File: src/dcods_pkg.sv
`timescale 1ns / 1ps
// ----------------------------------------------------------------------------
// dcods_pkg
// Shared types, widths and constants for the oscillator divider search core.
// ----------------------------------------------------------------------------
package dcods_pkg;

	localparam int TARGET_W        = 31;
	localparam int FX_W            = 51;
	localparam int FX_FRAC_BITS    = 24;
	localparam int FDCO_W          = 33;
	localparam int RFREQ_FRAC_BITS = 28;
	localparam int RF_W            = 10 + RFREQ_FRAC_BITS;
	localparam int LH_W            = FDCO_W + 1;
	localparam int SAT_SHIFT       = FX_FRAC_BITS + RFREQ_FRAC_BITS - RF_W;
	localparam int N1_W            = 8;
	localparam int HS_W            = 4;
	localparam int IDX_W           = 3;
	localparam int HS_N            = 6;
	localparam int HS_MAX          = 11;
	localparam int RECIP_SHIFT     = 16;
	localparam int RECIP_W         = RECIP_SHIFT + 1;
	localparam int CNT_W           = 4;
	localparam int DIV_CW          = 6;
	localparam int CMP_W           = RF_W + 17;

	localparam logic [FX_W-1:0]   FXTAL_RST = 51'd1917391638528000;
	localparam logic [FDCO_W-1:0] FMIN_RST  = 33'd4850000000;
	localparam logic [FDCO_W-1:0] FMAX_RST  = 33'd5670000000;
	localparam logic [RF_W-1:0]   RF_MAX    = '1;

	// large change threshold: diff * PCT_DEN >= anchor * PCT_NUM
	localparam logic [16:0] PCT_DEN = 17'd100000;
	localparam logic [16:0] PCT_NUM = 17'd345;

	localparam logic [7:0] ADDR_FREEZE = 8'd137;
	localparam logic [7:0] ADDR_CTRL   = 8'd135;
	localparam logic [7:0] REG_FIRST   = 8'd7;
	localparam logic [7:0] MASK_FRZ_DCO = 8'h10;
	localparam logic [7:0] MASK_FRZ_M   = 8'h20;
	localparam logic [7:0] MASK_NEWFREQ = 8'h40;

	localparam logic [CNT_W-1:0] N_ERR   = 4'd1;
	localparam logic [CNT_W-1:0] N_LARGE = 4'd9;
	localparam logic [CNT_W-1:0] N_SMALL = 4'd7;

	typedef enum logic [1:0] {
		OP_WRITE = 2'd0,
		OP_SET   = 2'd1,
		OP_CLEAR = 2'd2
	} reg_op_t;

	typedef enum logic [1:0] {
		CFG_FXTAL = 2'd0,
		CFG_FMIN  = 2'd1,
		CFG_FMAX  = 2'd2
	} cfg_idx_t;

	typedef enum logic [1:0] {
		DIV_LO = 2'd0,
		DIV_HI = 2'd1,
		DIV_RF = 2'd2
	} div_sel_t;

	typedef struct packed {
		logic [7:0] reg_addr;
		logic [1:0] reg_op;
		logic [7:0] reg_data;
		logic       no_divider;
		logic       large_change;
		logic       last;
	} out_item_t;

	typedef struct packed {
		logic             load;
		logic             div_start;
		div_sel_t         div_sel;
		logic             cap_lo;
		logic             cap_hi;
		logic             search_init;
		logic             search_step;
		logic             found;
		logic             mul;
		logic             rf_sat;
		logic             rf_cap;
		logic             diff;
		logic             judge;
		logic             upd_anchor;
		logic             set_err;
		logic             emit;
		logic [CNT_W-1:0] k;
	} dp_cmd_t;

	typedef struct packed {
		logic f_zero;
		logic div_busy;
		logic range_empty;
		logic cand_ok;
		logic search_end;
		logic rf_sat_cond;
		logic large_chg;
		logic err;
		logic slot_free;
	} dp_sts_t;

	// high-speed divider order of the search
	function automatic logic [HS_W-1:0] hs_of(input logic [IDX_W-1:0] idx);
		case (idx)
			3'd0:    hs_of = 4'd11;
			3'd1:    hs_of = 4'd9;
			3'd2:    hs_of = 4'd7;
			3'd3:    hs_of = 4'd6;
			3'd4:    hs_of = 4'd5;
			default: hs_of = 4'd4;
		endcase
	endfunction

	// ceil(2^16 / hs)
	function automatic logic [RECIP_W-1:0] recip_of(input logic [IDX_W-1:0] idx);
		case (idx)
			3'd0:    recip_of = 17'd5958;
			3'd1:    recip_of = 17'd7282;
			3'd2:    recip_of = 17'd9363;
			3'd3:    recip_of = 17'd10923;
			3'd4:    recip_of = 17'd13108;
			default: recip_of = 17'd16384;
		endcase
	endfunction

endpackage

File: src/dcods_if.sv
`timescale 1ns / 1ps
// ----------------------------------------------------------------------------
// dcods channel interfaces
// Request, result and configuration channels with valid/ready transfer.
// ----------------------------------------------------------------------------
interface dcods_in_if;
	logic        valid;
	logic        ready;
	logic [30:0] target_hz;
	modport source (output valid, output target_hz, input ready);
	modport sink   (input valid, input target_hz, output ready);
endinterface

interface dcods_out_if;
	logic       valid;
	logic       ready;
	logic [7:0] reg_addr;
	logic [1:0] reg_op;
	logic [7:0] reg_data;
	logic       no_divider;
	logic       large_change;
	logic       last;
	modport source (output valid, output reg_addr, output reg_op, output reg_data,
		output no_divider, output large_change, output last, input ready);
	modport sink   (input valid, input reg_addr, input reg_op, input reg_data,
		input no_divider, input large_change, input last, output ready);
endinterface

interface dcods_cfg_if;
	logic        valid;
	logic        ready;
	logic [1:0]  index;
	logic [50:0] data;
	modport source (output valid, output index, output data, input ready);
	modport sink   (input valid, input index, input data, output ready);
endinterface

File: src/dcods_div.sv
`timescale 1ns / 1ps
// ----------------------------------------------------------------------------
// dcods_div
// Restoring divider, one quotient bit per cycle, shared by all divisions.
// ----------------------------------------------------------------------------
module dcods_div #(
	parameter int RW = 51,
	parameter int QW = 38,
	parameter int CW = 6
) (
	input  logic          clk,
	input  logic          arst_n,
	input  logic          start,
	input  logic [RW-1:0] rem_init,
	input  logic [QW-1:0] num,
	input  logic [RW-1:0] divisor,
	input  logic [CW-1:0] steps,
	output logic          busy,
	output logic [QW-1:0] quo
);

	logic [CW-1:0] cnt_q;
	logic [RW-1:0] rem_q;
	logic [QW-1:0] z_q;
	logic [RW:0]   trial;
	logic [RW:0]   sub;
	logic          ge;

	assign busy  = (cnt_q != '0);
	assign quo   = z_q;
	assign trial = {rem_q, z_q[QW-1]};
	assign ge    = (trial >= {1'b0, divisor});
	assign sub   = trial - {1'b0, divisor};

	always_ff @(posedge clk or negedge arst_n) begin
		if (!arst_n) begin
			cnt_q <= '0;
		end else if (start) begin
			cnt_q <= steps;
		end else if (busy) begin
			cnt_q <= cnt_q - 1'b1;
		end
	end

	always_ff @(posedge clk) begin
		if (start) begin
			rem_q <= rem_init;
			z_q   <= num;
		end else if (busy) begin
			rem_q <= ge ? sub[RW-1:0] : trial[RW-1:0];
			z_q   <= {z_q[QW-2:0], ge};
		end
	end

endmodule

File: src/dcods_dp.sv
`timescale 1ns / 1ps
// ----------------------------------------------------------------------------
// dcods_dp
// Datapath: configuration, divider bounds, candidate search, RFREQ, output.
// ----------------------------------------------------------------------------
module dcods_dp import dcods_pkg::*; #(
	parameter int OUT_DIV_MAX = 128
) (
	input  logic                clk,
	input  logic                arst_n,
	input  logic                cfg_valid,
	input  logic [1:0]          cfg_index,
	input  logic [FX_W-1:0]     cfg_data,
	output logic                cfg_ready,
	input  logic [TARGET_W-1:0] target_hz,
	input  dp_cmd_t             cmd,
	output dp_sts_t             sts,
	input  logic                out_ready,
	output logic                out_valid,
	output out_item_t           out_item
);

	localparam int HI_MAX = HS_MAX * OUT_DIV_MAX;
	localparam int DW     = $clog2(HI_MAX + 1);
	localparam int PW     = TARGET_W + DW;
	localparam int SW     = (PW + SAT_SHIFT > FX_W) ? PW + SAT_SHIFT : FX_W;

	logic [FX_W-1:0]     fxtal_q;
	logic [FDCO_W-1:0]   fmin_q, fmax_q;
	logic [RF_W-1:0]     anchor_rf_q;
	logic [N1_W-1:0]     anchor_n1_q;
	logic [HS_W-1:0]     anchor_hs_q;
	logic [TARGET_W-1:0] f_q;
	logic [LH_W-1:0]     lo_q, hi_q;
	logic [DW-1:0]       d_q;
	logic [IDX_W-1:0]    idx_q;
	logic [N1_W-1:0]     n1_q;
	logic [HS_W-1:0]     hs_q;
	logic [PW-1:0]       p_q;
	logic [RF_W-1:0]     rf_q, diff_q;
	logic                large_q, err_q, ov_q;
	out_item_t           item_q;

	logic [LH_W-1:0]          lo_num, lo_eff, hi_eff;
	logic [FX_W-1:0]          dv_rem, dv_div;
	logic [RF_W-1:0]          dv_num, dv_quo;
	logic [DIV_CW-1:0]        dv_steps;
	logic                     dv_busy;
	logic [RECIP_W-1:0]       recip;
	logic [DW+RECIP_W-1:0]    prod;
	logic [DW-1:0]            qn;
	logic                     divisible;
	logic [SW-1:0]            p_sh;
	logic [N1_W-1:0]          n1code;
	logic [HS_W-1:0]          hsm4;
	logic [7:0]               regs [HS_N];
	logic [IDX_W-1:0]         ri;
	out_item_t                item_d;

	assign cfg_ready = 1'b1;
	assign out_valid = ov_q;
	assign out_item  = item_q;

	// bounds of the total divider
	assign lo_num = LH_W'(fmin_q) + LH_W'(f_q) - 1'b1;
	assign lo_eff = (lo_q == '0) ? LH_W'(1) : lo_q;
	assign hi_eff = (hi_q > LH_W'(HI_MAX)) ? LH_W'(HI_MAX) : hi_q;

	always_comb begin
		dv_rem   = '0;
		dv_div   = FX_W'(f_q);
		dv_num   = {lo_num, {(RF_W-LH_W){1'b0}}};
		dv_steps = DIV_CW'(LH_W);
		case (cmd.div_sel)
			DIV_LO: begin
				dv_num = {lo_num, {(RF_W-LH_W){1'b0}}};
			end
			DIV_HI: begin
				dv_num = {LH_W'(fmax_q), {(RF_W-LH_W){1'b0}}};
			end
			DIV_RF: begin
				dv_rem   = FX_W'(p_sh);
				dv_div   = fxtal_q;
				dv_num   = '0;
				dv_steps = DIV_CW'(RF_W);
			end
			default: begin
				dv_num = '0;
			end
		endcase
	end

	dcods_div #(
		.RW(FX_W),
		.QW(RF_W),
		.CW(DIV_CW)
	) u_div (
		.clk     (clk),
		.arst_n  (arst_n),
		.start   (cmd.div_start),
		.rem_init(dv_rem),
		.num     (dv_num),
		.divisor (dv_div),
		.steps   (dv_steps),
		.busy    (dv_busy),
		.quo     (dv_quo)
	);

	// d divisible by hs iff the low product bits fall below the reciprocal
	assign recip     = recip_of(idx_q);
	assign prod      = DW'(d_q) * recip;
	assign qn        = prod[RECIP_SHIFT +: DW];
	assign divisible = (prod[RECIP_SHIFT-1:0] < recip[RECIP_SHIFT-1:0]) ||
		(recip[RECIP_SHIFT] == 1'b1);

	// RFREQ overflows exactly when p * 2^14 reaches fxtal
	assign p_sh = SW'(p_q) << SAT_SHIFT;

	assign n1code = (n1_q == N1_W'(1)) ? '0 : n1_q - 1'b1;
	assign hsm4   = hs_q - 4'd4;
	assign regs[0] = {hsm4[2:0], n1code[6:2]};
	assign regs[1] = {n1code[1:0], rf_q[37:32]};
	assign regs[2] = rf_q[31:24];
	assign regs[3] = rf_q[23:16];
	assign regs[4] = rf_q[15:8];
	assign regs[5] = rf_q[7:0];
	assign ri      = large_q ? IDX_W'(cmd.k - 1'b1) : IDX_W'(cmd.k);

	always_comb begin
		item_d              = '0;
		item_d.reg_addr     = REG_FIRST + 8'(ri);
		item_d.reg_op       = OP_WRITE;
		item_d.reg_data     = regs[ri];
		item_d.large_change = large_q;
		if (err_q) begin
			item_d          = '0;
			item_d.no_divider = 1'b1;
			item_d.last     = 1'b1;
		end else if (large_q) begin
			case (cmd.k)
				4'd0: begin
					item_d.reg_addr = ADDR_FREEZE;
					item_d.reg_op   = OP_SET;
					item_d.reg_data = MASK_FRZ_DCO;
				end
				4'd7: begin
					item_d.reg_addr = ADDR_FREEZE;
					item_d.reg_op   = OP_CLEAR;
					item_d.reg_data = MASK_FRZ_DCO;
				end
				4'd8: begin
					item_d.reg_addr = ADDR_CTRL;
					item_d.reg_op   = OP_SET;
					item_d.reg_data = MASK_NEWFREQ;
					item_d.last     = 1'b1;
				end
				default: begin
					item_d.reg_op = OP_WRITE;
				end
			endcase
		end else begin
			case (cmd.k)
				4'd0: begin
					item_d.reg_addr = ADDR_CTRL;
					item_d.reg_op   = OP_SET;
					item_d.reg_data = MASK_FRZ_M;
				end
				4'd6: begin
					item_d.reg_addr = ADDR_CTRL;
					item_d.reg_op   = OP_CLEAR;
					item_d.reg_data = MASK_FRZ_M;
					item_d.last     = 1'b1;
				end
				default: begin
					item_d.reg_op = OP_WRITE;
				end
			endcase
		end
	end

	assign sts.f_zero      = (f_q == '0);
	assign sts.div_busy    = dv_busy;
	assign sts.range_empty = (lo_eff > hi_eff);
	assign sts.cand_ok     = divisible && ((qn == DW'(1)) || !qn[0]) &&
		(qn <= DW'(OUT_DIV_MAX));
	assign sts.search_end  = (idx_q == IDX_W'(HS_N - 1)) && (LH_W'(d_q) == hi_eff);
	assign sts.rf_sat_cond = (fxtal_q == '0) || (p_sh >= SW'(fxtal_q));
	assign sts.large_chg   = large_q;
	assign sts.err         = err_q;
	assign sts.slot_free   = !ov_q || out_ready;

	always_ff @(posedge clk or negedge arst_n) begin
		if (!arst_n) begin
			fxtal_q     <= FXTAL_RST;
			fmin_q      <= FMIN_RST;
			fmax_q      <= FMAX_RST;
			anchor_rf_q <= '0;
			anchor_n1_q <= '0;
			anchor_hs_q <= '0;
			err_q       <= 1'b0;
			large_q     <= 1'b0;
			ov_q        <= 1'b0;
		end else begin
			if (cfg_valid && cfg_ready) begin
				case (cfg_index)
					CFG_FXTAL: begin
						fxtal_q     <= cfg_data;
						anchor_rf_q <= '0;
					end
					CFG_FMIN: fmin_q <= cfg_data[FDCO_W-1:0];
					CFG_FMAX: fmax_q <= cfg_data[FDCO_W-1:0];
					default: begin
						fmin_q <= fmin_q;
					end
				endcase
			end
			if (cmd.load) begin
				err_q <= 1'b0;
			end else if (cmd.set_err) begin
				err_q <= 1'b1;
			end
			if (cmd.judge) begin
				large_q <= (anchor_rf_q == '0) || (hs_q != anchor_hs_q) ||
					(n1_q != anchor_n1_q) ||
					(CMP_W'(diff_q) * CMP_W'(PCT_DEN) >= CMP_W'(anchor_rf_q) * CMP_W'(PCT_NUM));
			end
			if (cmd.upd_anchor && large_q) begin
				anchor_rf_q <= rf_q;
				anchor_n1_q <= n1_q;
				anchor_hs_q <= hs_q;
			end
			if (cmd.emit) begin
				ov_q <= 1'b1;
			end else if (out_ready) begin
				ov_q <= 1'b0;
			end
		end
	end

	always_ff @(posedge clk) begin
		if (cmd.load) begin
			f_q <= target_hz;
		end
		if (cmd.cap_lo) begin
			lo_q <= dv_quo[LH_W-1:0];
		end
		if (cmd.cap_hi) begin
			hi_q <= dv_quo[LH_W-1:0];
		end
		if (cmd.search_init) begin
			d_q   <= lo_eff[DW-1:0];
			idx_q <= '0;
		end else if (cmd.search_step) begin
			if (idx_q == IDX_W'(HS_N - 1)) begin
				idx_q <= '0;
				d_q   <= d_q + 1'b1;
			end else begin
				idx_q <= idx_q + 1'b1;
			end
		end
		if (cmd.found) begin
			n1_q <= N1_W'(qn);
			hs_q <= hs_of(idx_q);
		end
		if (cmd.mul) begin
			p_q <= PW'(f_q) * PW'(d_q);
		end
		if (cmd.rf_sat) begin
			rf_q <= RF_MAX;
		end else if (cmd.rf_cap) begin
			rf_q <= dv_quo;
		end
		if (cmd.diff) begin
			diff_q <= (rf_q >= anchor_rf_q) ? rf_q - anchor_rf_q : anchor_rf_q - rf_q;
		end
		if (cmd.emit) begin
			item_q <= item_d;
		end
	end

endmodule

File: src/dcods_ctrl.sv
`timescale 1ns / 1ps
// ----------------------------------------------------------------------------
// dcods_ctrl
// Sequencer: bounds, search, RFREQ, change test and result emission.
// ----------------------------------------------------------------------------
module dcods_ctrl import dcods_pkg::*; (
	input  logic    clk,
	input  logic    arst_n,
	input  logic    in_valid,
	output logic    in_ready,
	input  dp_sts_t sts,
	output dp_cmd_t cmd
);

	typedef enum logic [13:0] {
		S_IDLE    = 14'b00000000000001,
		S_LO_GO   = 14'b00000000000010,
		S_LO_WAIT = 14'b00000000000100,
		S_HI_GO   = 14'b00000000001000,
		S_HI_WAIT = 14'b00000000010000,
		S_RANGE   = 14'b00000000100000,
		S_SEARCH  = 14'b00000001000000,
		S_MUL     = 14'b00000010000000,
		S_RF_GO   = 14'b00000100000000,
		S_RF_WAIT = 14'b00001000000000,
		S_DIFF    = 14'b00010000000000,
		S_JUDGE   = 14'b00100000000000,
		S_UPD     = 14'b01000000000000,
		S_EMIT    = 14'b10000000000000
	} state_t;

	state_t           state_q, nxt;
	logic [CNT_W-1:0] k_q, count;

	assign count = sts.err ? N_ERR : (sts.large_chg ? N_LARGE : N_SMALL);

	always_comb begin
		cmd      = '0;
		cmd.k    = k_q;
		nxt      = state_q;
		in_ready = 1'b0;
		case (state_q)
			S_IDLE: begin
				in_ready = 1'b1;
				if (in_valid) begin
					cmd.load = 1'b1;
					nxt      = S_LO_GO;
				end
			end
			S_LO_GO: begin
				if (sts.f_zero) begin
					cmd.set_err = 1'b1;
					nxt         = S_EMIT;
				end else begin
					cmd.div_start = 1'b1;
					cmd.div_sel   = DIV_LO;
					nxt           = S_LO_WAIT;
				end
			end
			S_LO_WAIT: begin
				if (!sts.div_busy) begin
					cmd.cap_lo = 1'b1;
					nxt        = S_HI_GO;
				end
			end
			S_HI_GO: begin
				cmd.div_start = 1'b1;
				cmd.div_sel   = DIV_HI;
				nxt           = S_HI_WAIT;
			end
			S_HI_WAIT: begin
				cmd.div_sel = DIV_HI;
				if (!sts.div_busy) begin
					cmd.cap_hi = 1'b1;
					nxt        = S_RANGE;
				end
			end
			S_RANGE: begin
				if (sts.range_empty) begin
					cmd.set_err = 1'b1;
					nxt         = S_EMIT;
				end else begin
					cmd.search_init = 1'b1;
					nxt             = S_SEARCH;
				end
			end
			S_SEARCH: begin
				if (sts.cand_ok) begin
					cmd.found = 1'b1;
					nxt       = S_MUL;
				end else if (sts.search_end) begin
					cmd.set_err = 1'b1;
					nxt         = S_EMIT;
				end else begin
					cmd.search_step = 1'b1;
				end
			end
			S_MUL: begin
				cmd.mul = 1'b1;
				nxt     = S_RF_GO;
			end
			S_RF_GO: begin
				cmd.div_sel = DIV_RF;
				if (sts.rf_sat_cond) begin
					cmd.rf_sat = 1'b1;
					nxt        = S_DIFF;
				end else begin
					cmd.div_start = 1'b1;
					nxt           = S_RF_WAIT;
				end
			end
			S_RF_WAIT: begin
				cmd.div_sel = DIV_RF;
				if (!sts.div_busy) begin
					cmd.rf_cap = 1'b1;
					nxt        = S_DIFF;
				end
			end
			S_DIFF: begin
				cmd.diff = 1'b1;
				nxt      = S_JUDGE;
			end
			S_JUDGE: begin
				cmd.judge = 1'b1;
				nxt       = S_UPD;
			end
			S_UPD: begin
				cmd.upd_anchor = 1'b1;
				nxt            = S_EMIT;
			end
			S_EMIT: begin
				if (sts.slot_free) begin
					cmd.emit = 1'b1;
					if (k_q == count - 1'b1) begin
						nxt = S_IDLE;
					end
				end
			end
			default: begin
				nxt = S_IDLE;
			end
		endcase
	end

	always_ff @(posedge clk or negedge arst_n) begin
		if (!arst_n) begin
			state_q <= S_IDLE;
			k_q     <= '0;
		end else begin
			state_q <= nxt;
			if (state_q != S_EMIT) begin
				k_q <= '0;
			end else if (cmd.emit) begin
				k_q <= k_q + 1'b1;
			end
		end
	end

`ifndef SYNTH
	a_emit_free: assert property (@(posedge clk) disable iff (!arst_n)
		cmd.emit |-> sts.slot_free)
		else $error("result loaded over an untaken result");
	a_k_range: assert property (@(posedge clk) disable iff (!arst_n)
		(state_q == S_EMIT) |-> (k_q < count))
		else $error("result index past end of sequence");
	a_div_busy: assert property (@(posedge clk) disable iff (!arst_n)
		cmd.div_start |=> sts.div_busy)
		else $error("divider did not start");
	a_load_idle: assert property (@(posedge clk) disable iff (!arst_n)
		cmd.load |=> (state_q == S_LO_GO))
		else $error("request transfer did not start the search");
`endif

endmodule

File: src/dco_divider_search_and_program_core.sv
`timescale 1ns / 1ps
// ----------------------------------------------------------------------------
// dco_divider_search_and_program_core
// Finds oscillator dividers for a target frequency and emits register writes.
// ----------------------------------------------------------------------------
// Flow: after the request transfer, both bound divisions run, then the search
//   tries six HS dividers per divider value; RFREQ saturation skips its division.
//   One bit-per-cycle divider runs both bound divisions and the RFREQ division.
// Throughput: one request at a time; the next is taken once the last of its
//   1, 7 or 9 results is loaded into the output register.
// Reset: arst_n clears sequencer, anchor and output valid; loads default limits.
module dco_divider_search_and_program_core import dcods_pkg::*; #(
	parameter int OUT_DIV_MAX = 128
) (
	input  logic        clk,
	input  logic        arst_n,
	dcods_in_if.sink    in_ch,
	dcods_out_if.source out_ch,
	dcods_cfg_if.sink   cfg_ch
);

	dp_cmd_t   cmd;
	dp_sts_t   sts;
	out_item_t item;

	// sequencer: owns the request handshake and steps the datapath
	dcods_ctrl u_ctrl (
		.clk     (clk),
		.arst_n  (arst_n),
		.in_valid(in_ch.valid),
		.in_ready(in_ch.ready),
		.sts     (sts),
		.cmd     (cmd)
	);

	// datapath: holds config, anchor and the registered result
	dcods_dp #(
		.OUT_DIV_MAX(OUT_DIV_MAX)
	) u_dp (
		.clk      (clk),
		.arst_n   (arst_n),
		.cfg_valid(cfg_ch.valid),
		.cfg_index(cfg_ch.index),
		.cfg_data (cfg_ch.data),
		.cfg_ready(cfg_ch.ready),
		.target_hz(in_ch.target_hz),
		.cmd      (cmd),
		.sts      (sts),
		.out_ready(out_ch.ready),
		.out_valid(out_ch.valid),
		.out_item (item)
	);

	// unpack the result register onto the result channel
	assign out_ch.reg_addr     = item.reg_addr;
	assign out_ch.reg_op       = item.reg_op;
	assign out_ch.reg_data     = item.reg_data;
	assign out_ch.no_divider   = item.no_divider;
	assign out_ch.large_change = item.large_change;
	assign out_ch.last         = item.last;

endmodule
File: src/flat_wrapper.sv
// flat-port wrapper written by rule: the top's interface ports become plain ports
module dco_divider_search_and_program_core_flat import dcods_pkg::*;
#(
	parameter int OUT_DIV_MAX = 128
)
  (clk, arst_n, in_ch_valid, in_ch_target_hz, in_ch_ready, out_ch_valid, out_ch_reg_addr, out_ch_reg_op, out_ch_reg_data, out_ch_no_divider, out_ch_large_change, out_ch_last, out_ch_ready, cfg_ch_valid, cfg_ch_index, cfg_ch_data, cfg_ch_ready);
  dcods_in_if in_ch_i ();
  dcods_out_if out_ch_i ();
  dcods_cfg_if cfg_ch_i ();
  input  logic clk;
  input  logic arst_n;
  input wire logic [$bits(in_ch_i.valid)-1:0] in_ch_valid;
  input wire logic [$bits(in_ch_i.target_hz)-1:0] in_ch_target_hz;
  output wire logic [$bits(in_ch_i.ready)-1:0] in_ch_ready;
  output wire logic [$bits(out_ch_i.valid)-1:0] out_ch_valid;
  output wire logic [$bits(out_ch_i.reg_addr)-1:0] out_ch_reg_addr;
  output wire logic [$bits(out_ch_i.reg_op)-1:0] out_ch_reg_op;
  output wire logic [$bits(out_ch_i.reg_data)-1:0] out_ch_reg_data;
  output wire logic [$bits(out_ch_i.no_divider)-1:0] out_ch_no_divider;
  output wire logic [$bits(out_ch_i.large_change)-1:0] out_ch_large_change;
  output wire logic [$bits(out_ch_i.last)-1:0] out_ch_last;
  input wire logic [$bits(out_ch_i.ready)-1:0] out_ch_ready;
  input wire logic [$bits(cfg_ch_i.valid)-1:0] cfg_ch_valid;
  input wire logic [$bits(cfg_ch_i.index)-1:0] cfg_ch_index;
  input wire logic [$bits(cfg_ch_i.data)-1:0] cfg_ch_data;
  output wire logic [$bits(cfg_ch_i.ready)-1:0] cfg_ch_ready;
  assign in_ch_i.valid = in_ch_valid;
  assign in_ch_i.target_hz = in_ch_target_hz;
  assign in_ch_ready = in_ch_i.ready;
  assign out_ch_valid = out_ch_i.valid;
  assign out_ch_reg_addr = out_ch_i.reg_addr;
  assign out_ch_reg_op = out_ch_i.reg_op;
  assign out_ch_reg_data = out_ch_i.reg_data;
  assign out_ch_no_divider = out_ch_i.no_divider;
  assign out_ch_large_change = out_ch_i.large_change;
  assign out_ch_last = out_ch_i.last;
  assign out_ch_i.ready = out_ch_ready;
  assign cfg_ch_i.valid = cfg_ch_valid;
  assign cfg_ch_i.index = cfg_ch_index;
  assign cfg_ch_i.data = cfg_ch_data;
  assign cfg_ch_ready = cfg_ch_i.ready;
  dco_divider_search_and_program_core #(.OUT_DIV_MAX(OUT_DIV_MAX)) u_core (.clk(clk), .arst_n(arst_n), .in_ch(in_ch_i), .out_ch(out_ch_i), .cfg_ch(cfg_ch_i));
endmodule
File: config.mk
export PLATFORM = sky130hd
export DESIGN_NAME = dco_divider_search_and_program_core_flat
export DESIGN_NICKNAME = d
export VERILOG_FILES = /design/src/dcods_pkg.sv /design/src/dcods_if.sv /design/src/dcods_div.sv /design/src/dcods_dp.sv /design/src/dcods_ctrl.sv /design/src/dco_divider_search_and_program_core.sv /design/src/flat_wrapper.sv
export SDC_FILE = /design/constraint.sdc
export NUM_CORES = 2
export LEC_CHECK = 0
export BUFFER_PORTS_ARGS = -buffer_cell sky130_fd_sc_hd__buf_2
export CAP_MARGIN = 10
export CORE_MARGIN = 5
export CORE_UTILIZATION = 55
export CTS_CLUSTER_SIZE = 25
export DETAILED_ROUTE_END_ITERATION = 16
export GPL_TIMING_DRIVEN = 0
export PLACE_DENSITY = 0.71
export SLEW_MARGIN = 20
export SYNTH_ARGS = -nofsm -noshare
export SYNTH_HDL_FRONTEND = slang
export SYNTH_SLANG_ARGS = --single-unit
File: constraint.sdc
create_clock -name clk -period 12.35 [get_ports clk]
set_input_delay 0.6175 -clock clk [delete_from_list [all_inputs] [get_ports clk]]
set_output_delay 0.6175 -clock clk [all_outputs]
set_load 0.02 [all_outputs]
==> results by group <==
Yosys
  – Mapped Avg Cell Area: 9.150 µm²
  – Post-synthesis mux area share: 1.711%
  – Synth Flop Type: edfxtp_1
  – Post-Syn Area: 64560 µm²
  – Synth Area in Simple Gates: 13.29%
  – Synth Area in Compound Gates: 14.18%
  – Post-Synth XOR/XNOR Area: 3.756%
  – Area leader, netlist: fa_1
  – Synth async-reset ratio: 35.66%
  – Adder-cell area share of the yosys netlist: 35.57%
  – Post-Syn Instances: 7056
  – Largest cells by area after synthesis: fa_1 19%, ha_1 16%, edfxtp_1 14%, inv_1 6.3%, dfrtp_1 5.8%
  – Yosys reg bits: 544
  – Count leader, synth: inv_1
  – Synth top area share: 19.10%
  – EDFF count, synth: 309
  – Yosys Warn Count: 0
  – Largest family of logic cells by synthesized area: adder cells
  – Commonest cells post-synth: 1086 x inv_1, 850 x ha_1, 763 x nand2_1
  – Netlist cell types: 107
  – Sequential share of the synthesized area: 23.25%

GRT
  – GRT Total Usage: 31.90%
  – Met3 Resource Use GR: 3.780%
  – M2 GR Usage: 54.01%
  – GRT met1 Usage: 38.13%
  – First-pass GRT wire length: 307.4 mm
  – Vias in the first global route: 53.25k
  – Largest net degree at the start of global routing: 70
  – Initial antenna violation count: 2
  – GR peak layer: met2
  – GRT overflow: 0

Timing
  – Worst Max-Slew Pin Slew: 1.154 ns
  – Post-layout min period: 11.40 ns
  – Final hold slack: 0.1291 ns
  – Fmax: 87.73 MHz
  – Max Slew Vio Count: 0
  – Setup TNS: 0 ns
  – Final Hold Viols: 0
  – Max Clock Skew: 0.04829 ns
  – Final setup fails: 0
  – Slew headroom: 22.07%
  – RSZ-0062 raised after global routing: no
  – Final Cycle Share: 92.29%

Clock network
  – Clk_lat worst skew: 0.67 ns
  – H-tree depth: 3
  – Total CTS buffers: 66
  – CTS clk-pin slew, worst paths: 0.06 ns
  – CTS root buffer: clkbuf_16
  – CTS tree: done
  – Bufs on Longest Clock Path: 3
  – Clk sinks: 544

Floorplan
  – Core Footprint: 116400 µm²
  – Die area: 124300 µm²
  – Chip Width: 352.6 µm
  – I/O pins: 113
  – Starting density of the core: 55.48%
  – Die height: 352.6 µm
  – FP Rows: 125

Detailed routing
  – Routed len/inst: 22.53 µm
  – Drt pass-1 iters: 6
  – Drt drc: 0
  – Vias per inst: 5.876
  – Post-route ant nets: 0
  – WL final: 199.4 mm
  – Vias post-DR: 52.02k
  – Initial DRC Count: 3933

Final layout
  – Share of cells above drive strength 1: 6.319%
  – Layout fillers: 10.23k
  – Area Overhead vs Synth: 7.810%
  – Post-layout nets: 8830
  – Final Cell Area: 69600 µm²

Pwr
  – Lkg Pwr: 33.40 nW
  – PwrDens: 256.8 nW/µm²
  – Peak supply drop: 0.9514 mV

Worst setup path
  – Slowest-stage cell, CP: nor2_1
  – Critical path type: reg2reg
  – R2r startpoint: u_core.u_dp.idx_q[1]$_SDFFE_PP0P_
  – R2r setup slk: 0.95 ns
  – Slowest stage delay, CP: 0.83 ns
  – Critical Path RT: 12.61 ns
  – Peak fanout along the critical path: 12
  – Crit path to: u_core.u_dp.n1_q[1]$_DFFE_PP_
  – Reg2reg path depth: 36
  – Worst EP arrival: 11.66 ns
  – Most frequent CP cell: inv_1
  – Setup crit end kind: flop
  – Type of origin of the critical path: flop
  – Critical Path Source: u_core.u_dp.idx_q[1]$_SDFFE_PP0P_
  – R2r endpoint: u_core.u_dp.n1_q[1]$_DFFE_PP_

Place
  – Final HPWL DP: 166.5 mm
  – RePlAce Congestion: 0.9908
  – Placed inst area: 67410 µm²
  – Port bufs: 108

Status
  – Outcome: finished, final reports clean

Hold path
  – Hold crit path type: in2reg

Job
  – MaxCap Viol Count: 0
layer usage:
layer | up-vias | part of all wire, %
li1 | 24220 | -
met1 | 25360 | 39
met2 | 1863 | 47
met3 | 574 | 5.6
met4 | 0 | 8.4
met5 | - | 0
area by class of cell:
class | count | area [µm²] | area share (%)
clock buffer | 84 | 1853 | 2.662
inverter | 1090 | 4091 | 5.878
clock inverter | 36 | 319.1 | 0.4584
timing repair buffer | 126 | 805.8 | 1.158
multi-input combinational | 5144 | 44390 | 63.78
sequential | 544 | 15010 | 21.57
antenna | 2 | 5.005 | 0.007190
tap | 1524 | 1907 | 2.740
buffer | 303 | 1220 | 1.753
through the flow:
step                total power, mW  std cells  worst slack, ns  utilization [%]
floorplan                     12.50       7081            3.365                -
global route                  19.50       8851           0.4540            59.81
finish                        17.88       8853           0.9518            59.82
CTS                           17.82       8851            1.192            59.81
global placement              15.51       8713            1.365            57.67
detailed placement            15.75       8730            1.220            57.93
worst min-delay path by stage:
stage                                   from                                 to  slack [ns]  cells after the start
3_5_place_dp   u_core.u_dp.err_q$_DFFE_PN0P_  u_core.u_dp.out_item[2]$_DFFE_PP_        0.45                      0
6_report                 in_ch_target_hz[15]      u_core.u_dp.f_q[15]$_DFFE_PP_        0.13                      1
5_1_grt                   in_ch_target_hz[3]       u_core.u_dp.f_q[3]$_DFFE_PP_         0.1                      1
2_1_floorplan                         arst_n   u_core.u_ctrl.k_q[0]$_DFFE_PN0P_        0.32                      0
3_3_place_gp   u_core.u_dp.err_q$_DFFE_PN0P_  u_core.u_dp.out_item[2]$_DFFE_PP_        0.45                      0
4_1_cts                  in_ch_target_hz[15]      u_core.u_dp.f_q[15]$_DFFE_PP_        0.08                      1
power breakdown:
part | total [mW] | switching (mW) | leakage, nW | internal, mW
Clock | 1.98 | 0.875 | 1.04 | 1.11
Combinational | 12.7 | 7.51 | 26.7 | 5.20
Sequential | 3.19 | 0.323 | 5.68 | 2.86
worst max-delay path, delay by kind of cell (launching register included):
| family | cells | cell delay (ns) |
|---|---|---|
| flops | 1 | 0.44 |
| simple gates | 6 | 2.29 |
| buf+inv | 9 | 2.18 |
| xor+xnor | 1 | 0.13 |
| compound gates | 12 | 2.74 |
| fa+ha+maj | 8 | 3.16 |
layout by cell type (no fill, tap or decap), drive strengths merged, types with 27 or more instances in the layout:
| master | synthesis | final |
|---|---|---|
| conb | 2 | 27 |
| o21ai | 334 | 334 |
| clkbuf | 254 | 338 |
| inv | 1086 | 1097 |
| nor4 | 54 | 54 |
| a21o | 188 | 188 |
| mux2 | 76 | 76 |
| and3 | 37 | 37 |
| edfxtp | 309 | 309 |
| o211ai | 62 | 62 |
| a31oi | 35 | 35 |
| fa | 616 | 616 |
| ha | 850 | 850 |
| a21oi | 462 | 462 |
| dfstp | 45 | 45 |
| nand4 | 84 | 84 |
| xor2 | 115 | 115 |
| dfrtp | 149 | 149 |
| nand2 | 763 | 763 |
| nor2 | 369 | 369 |
| nor2b | 57 | 57 |
| a211oi | 37 | 37 |
| and2 | 129 | 129 |
| buf | 49 | 174 |
| dfxtp | 41 | 41 |
| nand2b | 51 | 51 |
| nor3 | 73 | 73 |
| o31ai | 35 | 35 |
| nand3 | 121 | 121 |
| xnor2 | 161 | 161 |
| o21bai | 54 | 54 |
logic make-up (layout without fill, tap and decap cells):
kind of cell    count (synthesis)  after routing
compound gates               1439           1439
mux                            98             98
other cells                     2             29
flops                         544            544
fa+ha+maj                    1466           1466
simple gates                 1838           1838
buf+inv                      1393           1639
xor+xnor                      276            276
state kept, by name, indices dropped and copies added, names as in the netlist, 6 cells and up:
signal                   count
u_core.u_dp.fxtal_q         51
u_core.u_dp.u_div.rem_q     51
u_core.u_dp.p_q             42
u_core.u_dp.anchor_rf_q     38
u_core.u_dp.diff_q          38
u_core.u_dp.rf_q            38
u_core.u_dp.u_div.quo       38
u_core.u_dp.hi_q            34
u_core.u_dp.lo_q            34
u_core.u_dp.fmax_q          33
u_core.u_dp.fmin_q          33
u_core.u_dp.f_q             31
u_core.u_dp.out_item        18
u_core.u_ctrl.state_q       14
u_core.u_dp.d_q             11
u_core.u_dp.anchor_n1_q      8
u_core.u_dp.n1_q             8
u_core.u_dp.u_div.cnt_q      6
timing repair:
action | in CTS | in global routing
hold buffers | 1 | 0
resized for setup | 0 | 0
endpoints found under the hold margin | 33 | 0
buffers inserted | 0 | 0
Power figures use the tool's default switching activity.
